===== src/rtl/point_in_polygon_crossing_macros.svh =====
// Assertion macros shared by the point-in-polygon RTL.
`ifndef POINT_IN_POLYGON_CROSSING_MACROS_SVH
`define POINT_IN_POLYGON_CROSSING_MACROS_SVH

// same-cycle implication, checked on clk, off during rst
`define PIPC_CHECK(lbl, ante, cons, msg) \
  lbl: assert property (@(posedge clk) disable iff (rst) (ante) |-> (cons)) \
    else $error(msg);

// next-cycle implication, checked on clk, off during rst
`define PIPC_CHECK_NEXT(lbl, ante, cons, msg) \
  lbl: assert property (@(posedge clk) disable iff (rst) (ante) |=> (cons)) \
    else $error(msg);

`endif


===== src/rtl/pipc_pkg.sv =====
// Shared types and codes for the point-in-polygon crossing test.
package pipc_pkg;

  localparam int OP_BITS = 2;

  // work queued from the front end to the back end
  typedef enum logic [OP_BITS-1:0] {
    OP_START = 2'd0,
    OP_EDGE  = 2'd1,
    OP_CLOSE = 2'd2
  } job_op_t;

  typedef enum logic {
    KIND_START  = 1'b0,
    KIND_VERTEX = 1'b1
  } item_kind_t;

  typedef enum logic [1:0] {
    BK_IDLE = 2'd0,
    BK_MUL  = 2'd1,
    BK_DIV  = 2'd2,
    BK_FIN  = 2'd3
  } back_state_t;

endpackage


===== src/rtl/pipc_fifo.sv =====
// Small register FIFO between the front and back ends.
`include "point_in_polygon_crossing_macros.svh"

module pipc_fifo #(
  parameter int WIDTH = 66,
  parameter int DEPTH = 4
) (
  input  logic             clk,
  input  logic             rst,
  input  logic             push,
  input  logic [WIDTH-1:0] push_data,
  output logic             full,
  input  logic             pop,
  output logic [WIDTH-1:0] head,
  output logic             empty
);

  localparam int PTRW = (DEPTH > 1) ? $clog2(DEPTH) : 1;
  localparam int CNTW = $clog2(DEPTH + 1);

  logic [WIDTH-1:0] slots [DEPTH];
  logic [PTRW-1:0]  wr_ptr;
  logic [PTRW-1:0]  rd_ptr;
  logic [CNTW-1:0]  count;
  logic             do_push;
  logic             do_pop;

  assign full    = (count == CNTW'(DEPTH));
  assign empty   = (count == '0);
  assign do_push = push && !full;
  assign do_pop  = pop && !empty;
  assign head    = slots[rd_ptr];

  always_ff @(posedge clk) begin
    if (rst) begin
      wr_ptr <= '0;
      rd_ptr <= '0;
      count  <= '0;
    end else begin
      if (do_push) begin
        wr_ptr <= (wr_ptr == PTRW'(DEPTH - 1)) ? '0 : wr_ptr + 1'b1;
      end
      if (do_pop) begin
        rd_ptr <= (rd_ptr == PTRW'(DEPTH - 1)) ? '0 : rd_ptr + 1'b1;
      end
      if (do_push && !do_pop) begin
        count <= count + 1'b1;
      end else if (do_pop && !do_push) begin
        count <= count - 1'b1;
      end
    end
  end

  always_ff @(posedge clk) begin
    if (do_push) begin
      slots[wr_ptr] <= push_data;
    end
  end

  `PIPC_CHECK(a_count_bound, 1'b1, count <= CNTW'(DEPTH), "fifo count beyond depth")

endmodule


===== src/rtl/pipc_front.sv =====
// Front end: takes items, tracks first/previous vertex, queues edge jobs.
module pipc_front #(
  parameter int COORD_BITS = 16
) (
  input  logic                                      clk,
  input  logic                                      rst,
  input  logic                                      push,
  output logic                                      full,
  input  logic                                      kind,
  input  logic signed [COORD_BITS-1:0]              coord_x,
  input  logic signed [COORD_BITS-1:0]              coord_y,
  input  logic                                      final_vertex,
  output logic                                      q_push,
  output logic [pipc_pkg::OP_BITS+4*COORD_BITS-1:0] q_data,
  input  logic                                      q_full
);

  typedef struct packed {
    pipc_pkg::job_op_t            op;
    logic signed [COORD_BITS-1:0] xi;
    logic signed [COORD_BITS-1:0] yi;
    logic signed [COORD_BITS-1:0] xj;
    logic signed [COORD_BITS-1:0] yj;
  } job_t;

  logic signed [COORD_BITS-1:0] first_vx;
  logic signed [COORD_BITS-1:0] first_vy;
  logic signed [COORD_BITS-1:0] prev_vx;
  logic signed [COORD_BITS-1:0] prev_vy;
  logic                         seen_first;
  logic                         pend_valid;
  job_t                         pend_job;
  job_t                         job_a;
  logic                         need_a;
  logic                         need_b;
  logic                         acc;
  logic                         is_vertex;

  assign full      = pend_valid || q_full;
  assign acc       = push && !full;
  assign is_vertex = (kind == pipc_pkg::KIND_VERTEX);

  always_comb begin
    job_a.op = pipc_pkg::OP_START;
    job_a.xi = coord_x;
    job_a.yi = coord_y;
    job_a.xj = coord_x;
    job_a.yj = coord_y;
    need_a   = 1'b1;
    if (is_vertex) begin
      if (!seen_first) begin
        // lone first vertex only yields the degenerate closing edge
        job_a.op = pipc_pkg::OP_CLOSE;
        need_a   = final_vertex;
      end else begin
        job_a.op = pipc_pkg::OP_EDGE;
        job_a.xj = prev_vx;
        job_a.yj = prev_vy;
      end
    end
  end

  assign need_b = is_vertex && seen_first && final_vertex;
  assign q_push = (acc && need_a) || (pend_valid && !q_full);
  assign q_data = pend_valid ? pend_job : job_a;

  always_ff @(posedge clk) begin
    if (rst) begin
      seen_first <= 1'b0;
      pend_valid <= 1'b0;
    end else begin
      if (acc) begin
        seen_first <= is_vertex && !final_vertex;
      end
      if (acc && need_b) begin
        pend_valid <= 1'b1;
      end else if (pend_valid && !q_full) begin
        pend_valid <= 1'b0;
      end
    end
  end

  always_ff @(posedge clk) begin
    if (acc && is_vertex) begin
      prev_vx <= coord_x;
      prev_vy <= coord_y;
      if (!seen_first) begin
        first_vx <= coord_x;
        first_vy <= coord_y;
      end
    end
    if (acc && need_b) begin
      // closing edge: i is the first vertex, j the last
      pend_job.op <= pipc_pkg::OP_CLOSE;
      pend_job.xi <= first_vx;
      pend_job.yi <= first_vy;
      pend_job.xj <= coord_x;
      pend_job.yj <= coord_y;
    end
  end

endmodule


===== src/rtl/pipc_back.sv =====
// Back end: straddle test, product, serial divide, parity and result register.
`include "point_in_polygon_crossing_macros.svh"

module pipc_back #(
  parameter int COORD_BITS = 16
) (
  input  logic                                      clk,
  input  logic                                      rst,
  input  logic [pipc_pkg::OP_BITS+4*COORD_BITS-1:0] head,
  input  logic                                      head_valid,
  output logic                                      q_pop,
  output logic                                      out_valid,
  input  logic                                      pop,
  output logic                                      inside_res
);

  localparam int W    = COORD_BITS + 1;
  localparam int NUMW = 2 * W;
  localparam int CNTW = $clog2(NUMW);
  localparam int SUMW = W + 2;

  typedef struct packed {
    pipc_pkg::job_op_t            op;
    logic signed [COORD_BITS-1:0] xi;
    logic signed [COORD_BITS-1:0] yi;
    logic signed [COORD_BITS-1:0] xj;
    logic signed [COORD_BITS-1:0] yj;
  } job_t;

  pipc_pkg::back_state_t state;
  pipc_pkg::back_state_t state_next;

  job_t                         head_job;
  logic signed [COORD_BITS-1:0] qx;
  logic signed [COORD_BITS-1:0] qy;
  logic                         parity;
  pipc_pkg::job_op_t            op_r;
  logic signed [COORD_BITS-1:0] xi_r;
  logic [W-1:0]                 mag_dx;
  logic [W-1:0]                 mag_dy;
  logic [W-1:0]                 mag_den;
  logic                         neg;
  logic                         straddle;
  logic [NUMW-1:0]              num;
  logic [W-1:0]                 rem;
  logic [CNTW-1:0]              cnt;

  logic signed [W-1:0]    dx_c;
  logic signed [W-1:0]    dy_c;
  logic signed [W-1:0]    den_c;
  logic                   strad_c;
  logic                   is_start;
  logic [W:0]             shifted;
  logic                   ge;
  logic signed [W:0]      q_s;
  logic signed [SUMW-1:0] lim;
  logic                   cross_c;
  logic                   parity_new;
  logic                   out_free;
  logic                   fin_done;
  logic                   load_out;

  assign head_job = head;
  assign is_start = (head_job.op == pipc_pkg::OP_START);

  // edge setup straight off the queue head
  assign dx_c  = W'(head_job.xj) - W'(head_job.xi);
  assign dy_c  = W'(qy) - W'(head_job.yi);
  assign den_c = W'(head_job.yj) - W'(head_job.yi);
  assign strad_c = ((head_job.yi <= qy) && (qy < head_job.yj)) ||
                   ((head_job.yj <= qy) && (qy < head_job.yi));

  // one restoring step per cycle
  assign shifted = {rem, num[NUMW-1]};
  assign ge      = (shifted >= {1'b0, mag_den});

  assign q_s = neg ? -$signed({1'b0, num[W-1:0]}) : $signed({1'b0, num[W-1:0]});
  assign lim = SUMW'(q_s) + SUMW'(xi_r);
  assign cross_c    = straddle && (SUMW'(qx) < lim);
  assign parity_new = parity ^ cross_c;

  always_comb begin
    state_next = state;
    case (state)
      pipc_pkg::BK_IDLE: begin
        if (head_valid && !is_start) begin
          state_next = strad_c ? pipc_pkg::BK_MUL : pipc_pkg::BK_FIN;
        end
      end
      pipc_pkg::BK_MUL: state_next = pipc_pkg::BK_DIV;
      pipc_pkg::BK_DIV: begin
        if (cnt == CNTW'(NUMW - 1)) begin
          state_next = pipc_pkg::BK_FIN;
        end
      end
      pipc_pkg::BK_FIN: begin
        if (fin_done) begin
          state_next = pipc_pkg::BK_IDLE;
        end
      end
      default: state_next = pipc_pkg::BK_IDLE;
    endcase
  end

  always_comb begin
    out_free = !out_valid || pop;
    q_pop    = (state == pipc_pkg::BK_IDLE) && head_valid;
    fin_done = (state == pipc_pkg::BK_FIN) &&
               ((op_r != pipc_pkg::OP_CLOSE) || out_free);
    load_out = fin_done && (op_r == pipc_pkg::OP_CLOSE);
  end

  always_ff @(posedge clk) begin
    if (rst) begin
      state     <= pipc_pkg::BK_IDLE;
      qx        <= '0;
      qy        <= '0;
      parity    <= 1'b0;
      out_valid <= 1'b0;
    end else begin
      state <= state_next;
      if (q_pop && is_start) begin
        qx     <= head_job.xi;
        qy     <= head_job.yi;
        parity <= 1'b0;
      end else if (fin_done) begin
        parity <= load_out ? 1'b0 : parity_new;
      end
      if (load_out) begin
        out_valid <= 1'b1;
      end else if (pop) begin
        out_valid <= 1'b0;
      end
    end
  end

  always_ff @(posedge clk) begin
    if (q_pop) begin
      op_r     <= head_job.op;
      xi_r     <= head_job.xi;
      straddle <= strad_c;
      mag_dx   <= dx_c[W-1] ? W'(-dx_c) : W'(dx_c);
      mag_dy   <= dy_c[W-1] ? W'(-dy_c) : W'(dy_c);
      mag_den  <= den_c[W-1] ? W'(-den_c) : W'(den_c);
      neg      <= dx_c[W-1] ^ dy_c[W-1] ^ den_c[W-1];
    end
    if (state == pipc_pkg::BK_MUL) begin
      num <= NUMW'(mag_dx) * NUMW'(mag_dy);
      rem <= '0;
      cnt <= '0;
    end else if (state == pipc_pkg::BK_DIV) begin
      num <= {num[NUMW-2:0], ge};
      rem <= ge ? W'(shifted - {1'b0, mag_den}) : shifted[W-1:0];
      cnt <= cnt + 1'b1;
    end
    if (load_out) begin
      inside_res <= parity_new;
    end
  end

  `PIPC_CHECK_NEXT(a_start_clears, q_pop && is_start, !parity, "parity not cleared by start")
  `PIPC_CHECK_NEXT(a_result_clears, load_out, !parity && out_valid, "result did not reset parity")

endmodule


===== src/rtl/point_in_polygon_crossing.sv =====
// Even-odd point-in-polygon test: a start item sets the query point, vertex items
// follow, and the final vertex closes the polygon and yields one inside/outside
// result. Each vertex past the first is one edge job (the final one adds the
// closing edge); jobs go through a short queue to the back end, which handles one
// edge at a time. An edge that straddles the query y goes through a product step and
// then the serial restoring divider at one quotient bit per cycle; an edge that does
// not straddle skips both, and a start item only loads the query point. The
// front end takes a new item per cycle while the queue has room, except that
// full stays high after a final vertex of a polygon with two or more vertices
// until its closing edge is queued.
`include "point_in_polygon_crossing_macros.svh"

module point_in_polygon_crossing #(
  parameter int COORD_BITS  = 16,
  parameter int QUEUE_DEPTH = 4
) (
  input  logic                         clk,
  input  logic                         rst,
  input  logic                         push,
  output logic                         full,
  input  logic                         kind,
  input  logic signed [COORD_BITS-1:0] coord_x,
  input  logic signed [COORD_BITS-1:0] coord_y,
  input  logic                         final_vertex,
  output logic                         empty,
  input  logic                         pop,
  output logic                         inside_res
);

  localparam int JOB_W = pipc_pkg::OP_BITS + 4 * COORD_BITS;

  logic             fifo_push;
  logic [JOB_W-1:0] fifo_data;
  logic             fifo_full;
  logic             fifo_pop;
  logic [JOB_W-1:0] fifo_head;
  logic             fifo_empty;
  logic             out_valid;

  pipc_front #(
    .COORD_BITS(COORD_BITS)
  ) u_front (
    .clk         (clk),
    .rst         (rst),
    .push        (push),
    .full        (full),
    .kind        (kind),
    .coord_x     (coord_x),
    .coord_y     (coord_y),
    .final_vertex(final_vertex),
    .q_push      (fifo_push),
    .q_data      (fifo_data),
    .q_full      (fifo_full)
  );

  pipc_fifo #(
    .WIDTH(JOB_W),
    .DEPTH(QUEUE_DEPTH)
  ) u_fifo (
    .clk      (clk),
    .rst      (rst),
    .push     (fifo_push),
    .push_data(fifo_data),
    .full     (fifo_full),
    .pop      (fifo_pop),
    .head     (fifo_head),
    .empty    (fifo_empty)
  );

  pipc_back #(
    .COORD_BITS(COORD_BITS)
  ) u_back (
    .clk       (clk),
    .rst       (rst),
    .head      (fifo_head),
    .head_valid(!fifo_empty),
    .q_pop     (fifo_pop),
    .out_valid (out_valid),
    .pop       (pop),
    .inside_res(inside_res)
  );

  assign empty = !out_valid;

  `PIPC_CHECK(a_no_overflow, fifo_push, !fifo_full, "edge job pushed into full queue")

endmodule

===== config.mk =====
export PLATFORM = sky130hd
export DESIGN_NAME = point_in_polygon_crossing
export DESIGN_NICKNAME = d
export VERILOG_FILES = /design/src/rtl/pipc_pkg.sv /design/src/rtl/pipc_fifo.sv /design/src/rtl/pipc_front.sv /design/src/rtl/pipc_back.sv /design/src/rtl/point_in_polygon_crossing.sv
export VERILOG_INCLUDE_DIRS = /design/src /design/src/rtl
export SDC_FILE = /design/constraint.sdc
export NUM_CORES = 2
export LEC_CHECK = 0
export BUFFER_PORTS_ARGS = -buffer_cell sky130_fd_sc_hd__buf_2
export CAP_MARGIN = 20
export CORE_MARGIN = 4
export CORE_UTILIZATION = 60
export CTS_CLUSTER_SIZE = 30
export DETAILED_ROUTE_END_ITERATION = 7
export GPL_ROUTABILITY_DRIVEN = 0
export PLACE_DENSITY_LB_ADDON = 0.1
export SYNTH_ARGS = -nofsm -noshare
export SYNTH_HDL_FRONTEND = slang
export SYNTH_HIERARCHICAL = 1
export SYNTH_SLANG_ARGS = --single-unit

===== constraint.sdc =====
create_clock -name clk -period 7.9 [get_ports clk]
set_clock_uncertainty 0.05 [all_clocks]
set_input_delay 0.79 -clock clk [delete_from_list [all_inputs] [get_ports clk]]
set_output_delay 0.79 -clock clk [all_outputs]
set_load 0.01 [all_outputs]

Yosys cells after proc, flatten, opt, wreduce, memory -nomap -nowiden

Memory sizes are Yosys's and may differ from the RTL's. A register that Yosys moved wholly into a read port is not among the register bits.
Cells that the tools add are included.

Logic and storage cells: 145
Memories kept: 1
Output and inout bits: 3
Bits in registers: 302
Memory bits (writable): 264

Memories:

| name         | words | width | read ports | clocked after Yosys merged registers in | wr ports | RTL line        | RTL |
|---|---|---|---|---|---|---|---|
| u_fifo.slots | 4     | 66    | 1          | 1                                       | 1        | pipc_fifo.sv:21 | `logic [WIDTH-1:0] slots [DEPTH];` |

Reduce and logical (&&, ||, !) cells: 43
Bitwise operators: 4
Magnitude comparators: 6
Add/subtract/negate cells: 14
Multiplexer cells: 32
Multipliers: 1
Eq/ne operators: 12

Operator list:

| cell                  | count |
|---|---|
| $mux W34              | 2 |
| $mux W66              | 1 |
| $mux W32              | 2 |
| $neg A17 Y17          | 3 |
| $sub A16 B16 Y17      | 3 |
| $mux W16              | 3 |
| $mul A17 B17 Y34      | 1 |
| $le A16 B16 Y1        | 2 |
| $lt A16 B16 Y1        | 2 |
| $logic_and A1 B1 Y1   | 20 |
| $mux W2               | 10 |
| $add A18 B16 Y19      | 1 |
| $lt A16 B19 Y1        | 1 |
| $ge A18 B17 Y1        | 1 |
| $mux W18              | 1 |
| $neg A17 Y18          | 1 |
| $mux W17              | 1 |
| $sub A17 B17 Y17      | 1 |
| $eq A2 B2 Y1 const B  | 5 |
| $mux W1               | 9 |
| $logic_not A1 Y1      | 8 |
| $pmux W2 S4           | 1 |
| $reduce_bool A2 Y1    | 4 |
| $add A6 B1 Y6 const B | 1 |
| other kinds (17)      | 28 |

Longest topological paths before layout

Word-level depth: 11
Depth in mapped cells: 26

Cells and area by module

Netlist, hierarchy kept.

Modules (own cells, without submodules):

| module                    | times used | cells each | area each (um2) |
|---|---|---|---|
| pipc_back                 | 1          | 2,452      | 21,757.1 |
| pipc_fifo                 | 1          | 394        | 10,020.9 |
| pipc_front                | 1          | 304        | 5,248.8 |
| point_in_polygon_crossing | 1          | 2          | 7.5 |

Least setup slack after synthesis

Ideal clock, no wire load.

Kind: flip-flop to flip-flop
Start point: register u_back.mag_dx[5]
End point: register u_back.num[30] (data pin)
Library setup time: 0.260 ns
Path slack: 1.485 ns
Cell stages (with the launch flop): 24
Path buffers: 2
Data arrival time: 6.105 ns
Cell sequence: edfxtp_1 > clkbuf_1 > and2_1 > fa_1 > inv_1 > fa_1 > fa_1 > fa_1 > inv_1 > fa_1 > inv_1 > fa_1 > inv_1 > ha_1 > clkbuf_1 > nand4_1 > a2111oi_0 > nor2_1 > nand3b_1 > nand2_1 > a41o_1 > o21ai_0 > xor2_1 > mux2_2

Word-level cells in the longest chain between the ends: 2

RTL lines:

| what                     | RTL line         | RTL |
|---|---|---|
| start: declaration       | pipc_back.sv:39  | `logic [W-1:0] mag_dx;` |
| start signal: assignment | pipc_back.sv:142 | `mag_dx <= dx_c[W-1] ? W'(-dx_c) : W'(dx_c);` |
| $mul A17 B17 Y34         | pipc_back.sv:148 | `num <= NUMW'(mag_dx) * NUMW'(mag_dy);` |
| $mux W34                 | pipc_back.sv:147 | `if (state == pipc_pkg::BK_MUL) begin` |
| end signal: assignment   | pipc_back.sv:148 |  |
| end signal: assignment   | pipc_back.sv:152 | `num <= {num[NUMW-2:0], ge};` |
| end: declaration         | pipc_back.sv:44  | `logic [NUMW-1:0] num;` |

No other way between the ends.
A chain may end at the register's enable or synchronous reset.

Worst setup path after layout

Start point: register u_back.mag_dx[6]
End point: register u_back.num[30] (data pin)

Same word-level chain as after synthesis.

==> metrics.txt <==
dominant synthesized flop cell=edfxtp_1; CP Depth=21; chip height=roughly 260 um; crit end category=register; crit path max-delay cell type=edfxtp_1; die area=roughly 0.066 mm^2; Final Cell Area=approximately 0.040 mm^2; TritonRoute pass-1 iters=6; drt total wl=around 79000 um; Total GRT Usage=approximately 24%; Synth Warn #=6; DR iter-0 viols=around 1600; DP HPWL=57320 um; Reg clk slew, reported paths=60 ps; grt total ovfl=0; cells on worst reg2reg path=21; status=complete, no violations; root buffer cell=clkbuf_16; worst path arrival time=7360 ps; CTS H-tree depth=2; Mapped Cells=3152; area delta synth->final=7.713%; post-cts resize count=0; share of layout cells above drive strength 1=a little under a tenth; Synth top area share=around two fifths; max_slew headroom=around 30%; max incr delay on CP=about 670 ps; CP Class=register to register; Worst-Skew Late Latency=650 ps; Final setup viols=0; dpl cells=a little under 4000; dpl ws=~950 ps; CP delay by family, top=adder cells; fmax=~140 MHz; Final Hold Vio Count=0; startpoint class of the critical path=register; final worst path period need=approximately 7000 ps; vias in the first global route=~25000; post-route ant nets=0; critical path cell sequence=and2_1 -> fa_1 -> inv_1 -> fa_1 -> fa_1 -> inv_1 -> fa_1 -> fa_1 -> inv_1 -> fa_1 -> inv_1 -> ha_1 -> nand4_1 -> a2111oi_0 -> nor2_1 -> nand3b_1 -> nand2_1 -> a41o_1 -> o21ai_0 -> xor2_1 -> mux2_2; # rows=90; ANT cells=0; Worst-Margin Slew=around 1100 ps; Die W=about 260 um; Synth cell types=97; setup bufs post-CTS=0; post-layout net count=~3700; top cells by area, synth=edfxtp_1 40%, fa_1 12%, ha_1 8.2%, inv_1 4.1%, mux4_2 4.0%; Seq cells post-synth=roughly 570; first-pass GRT wire length=about 130000 um; cell repeated most along the worst path=fa_1; num ports=41; antenna violations before repair=1; CTS Hold Bufs=0; synthesized area=0.03703 mm^2; syn_area_per_cell=around 12 um^2; WP data required=just over 8000 ps; Synth async-reset ratio=0%; wire per inst=just under 20 um; placed cell areas=approximately 0.038 mm^2; hold depth=1; max cap viols=0; Seq/Total Area, Yosys=approximately 44%; HP Class=input port to register; non-filler instance count after layout=approximately 4000; RSZ-0062 raised after global routing=false; CTS sink count=568; CTS tree=yes; critical path fanouts, max=17; Synth Net Count=about 3700; via/cell ratio=5.947; period utilisation layout=88.94%; leading area contributor after synthesis=edfxtp_1; CTS Buffer Depth=3; WP buf/inv=4; DR DRC count=0; Core ar.=between 0.06 and 0.07 mm^2; setup TNS=0 ps; Buffers on Ports=40; cts bufs inserted=slightly below 60; Slew Limit Fails=0; largest net degree at the start of global routing=75; Starting Density=61.02%; Setup WS post-layout=873.4 ps; Vias=23680; number of synthesized flops with an enable pin=between 400 and 500
metal layers:
metal,part of all wire (%),vias up,global-route usage [%]
li1,-,10990,-
met1,42,11860,33.33
met2,49,672,40.93
met3,5.3,159,3.276
met4,3.1,2,7.441
met5,0.016,-,0
final cells by class:
cell class	count	area, um^2
Timing Repair Buffer	64	380.4
Multi-Input combinational cell	2054	18580
Sequential cell	568	16360
Fill cell	4487	20810
Clock inverter	41	543.0
Clock buffer	67	1506
Tap cell	782	978.4
Inverter	406	1543
placed cells by master, fill, tap and decap left out, types with 8 or more instances in the layout:
master / Yosys / layout
and2_1: 131 / 130
nand4_1: 12 / 12
mux2i_1: 9 / 9
a221o_1: 33 / 33
and4b_1: 36 / 36
o21ai_0: 64 / 64
buf_4: 4 / 24
o21bai_1: 10 / 10
xor2_1: 55 / 55
nor2_1: 130 / 128
o21a_1: 23 / 23
nor3_1: 41 / 41
a21o_1: 71 / 71
clkinv_1: 0 / 14
nand3_1: 33 / 33
o21ai_1: 9 / 9
mux2_2: 27 / 27
or3_1: 12 / 12
nand2b_1: 20 / 20
nand2_1: 315 / 315
edfxtp_1: 498 / 498
bufinv_16: 0 / 10
a31oi_1: 20 / 20
a211oi_1: 21 / 21
inv_1: 404 / 404
clkbuf_1: 83 / 8
and3_1: 15 / 11
fa_1: 230 / 230
a21oi_1: 129 / 129
mux4_2: 66 / 66
o211ai_1: 10 / 10
ha_1: 242 / 241
o31ai_1: 11 / 11
clkbuf_16: 0 / 59
nor2b_1: 53 / 53
dfxtp_1: 70 / 67
a21oi_2: 11 / 11
buf_2: 26 / 40
xnor2_1: 94 / 94
stage by stage:
stage | utilization, % | hold WS, ps
CTS | 65.72 | 261.2
global placement | 62.35 | 350.8
global route | 65.72 | 267.3
floorplan | - | 350.3
finish | 65.72 | 298.0
detailed placement | 62.35 | 354.5
Yosys cell counts, drive strengths merged, types with 33 or more instances:
cell / count
buf: 41
clkbuf: 83
a221o: 33
o21ai: 74
and2: 131
nor2b: 54
nor3: 41
a21oi: 142
and4b: 36
xor2: 55
nor2: 131
a21o: 71
xnor2: 94
dfxtp: 70
ha: 242
inv: 404
edfxtp: 498
fa: 230
mux4: 66
nand2: 316
nand3: 33
worst reg2reg max path, delay by kind of cell (launching register included):
family	cells	cell delay, ps
AOI/OAI and AO/OA	3	1120
DFF	1	670
adders and majority gates	7	3570
muxes	1	280
and+or+nand+nor	5	810
xor gates and xnor gates	1	110
buffers and inverters	4	210
sequential cells by signal, summed over array words and instances (netlist names), 17 cells and up, named ones only:
name / flops
u_back/rem: 17
u_fifo/slots: 264
u_front/pend_job: 64
u_back/mag_dy: 17
u_back/num: 34
u_back/mag_dx: 17
u_back/mag_den: 17
path summary, 6_finish.rpt:
| kind | startpoint | end | slack (ps) |
|---|---|---|---|
| setup / recovery | u_back/mag_dx[6] | u_back/num[30] | 870 |
| hold / removal | coord_y[5] | u_front/pend_job[5] | 300 |
| setup reg to reg | u_back/mag_dx[6] | u_back/num[30] | 870 |
| hold reg to reg | u_front/first_vy[1] | u_front/pend_job[33] | 370 |
cells by family after synthesis:
family	share of synthesized area, %
AOI/OAI and AO/OA	9.274
xor gates and xnor gates	3.524
adders and majority gates	20.61
buffers and inverters	5.754
DFF	44.16
muxes	5.115
and+or+nand+nor	11.56
Power is not shown: default switching activity piles up to over one toggle a cycle in this logic, so the estimate is an artifact.
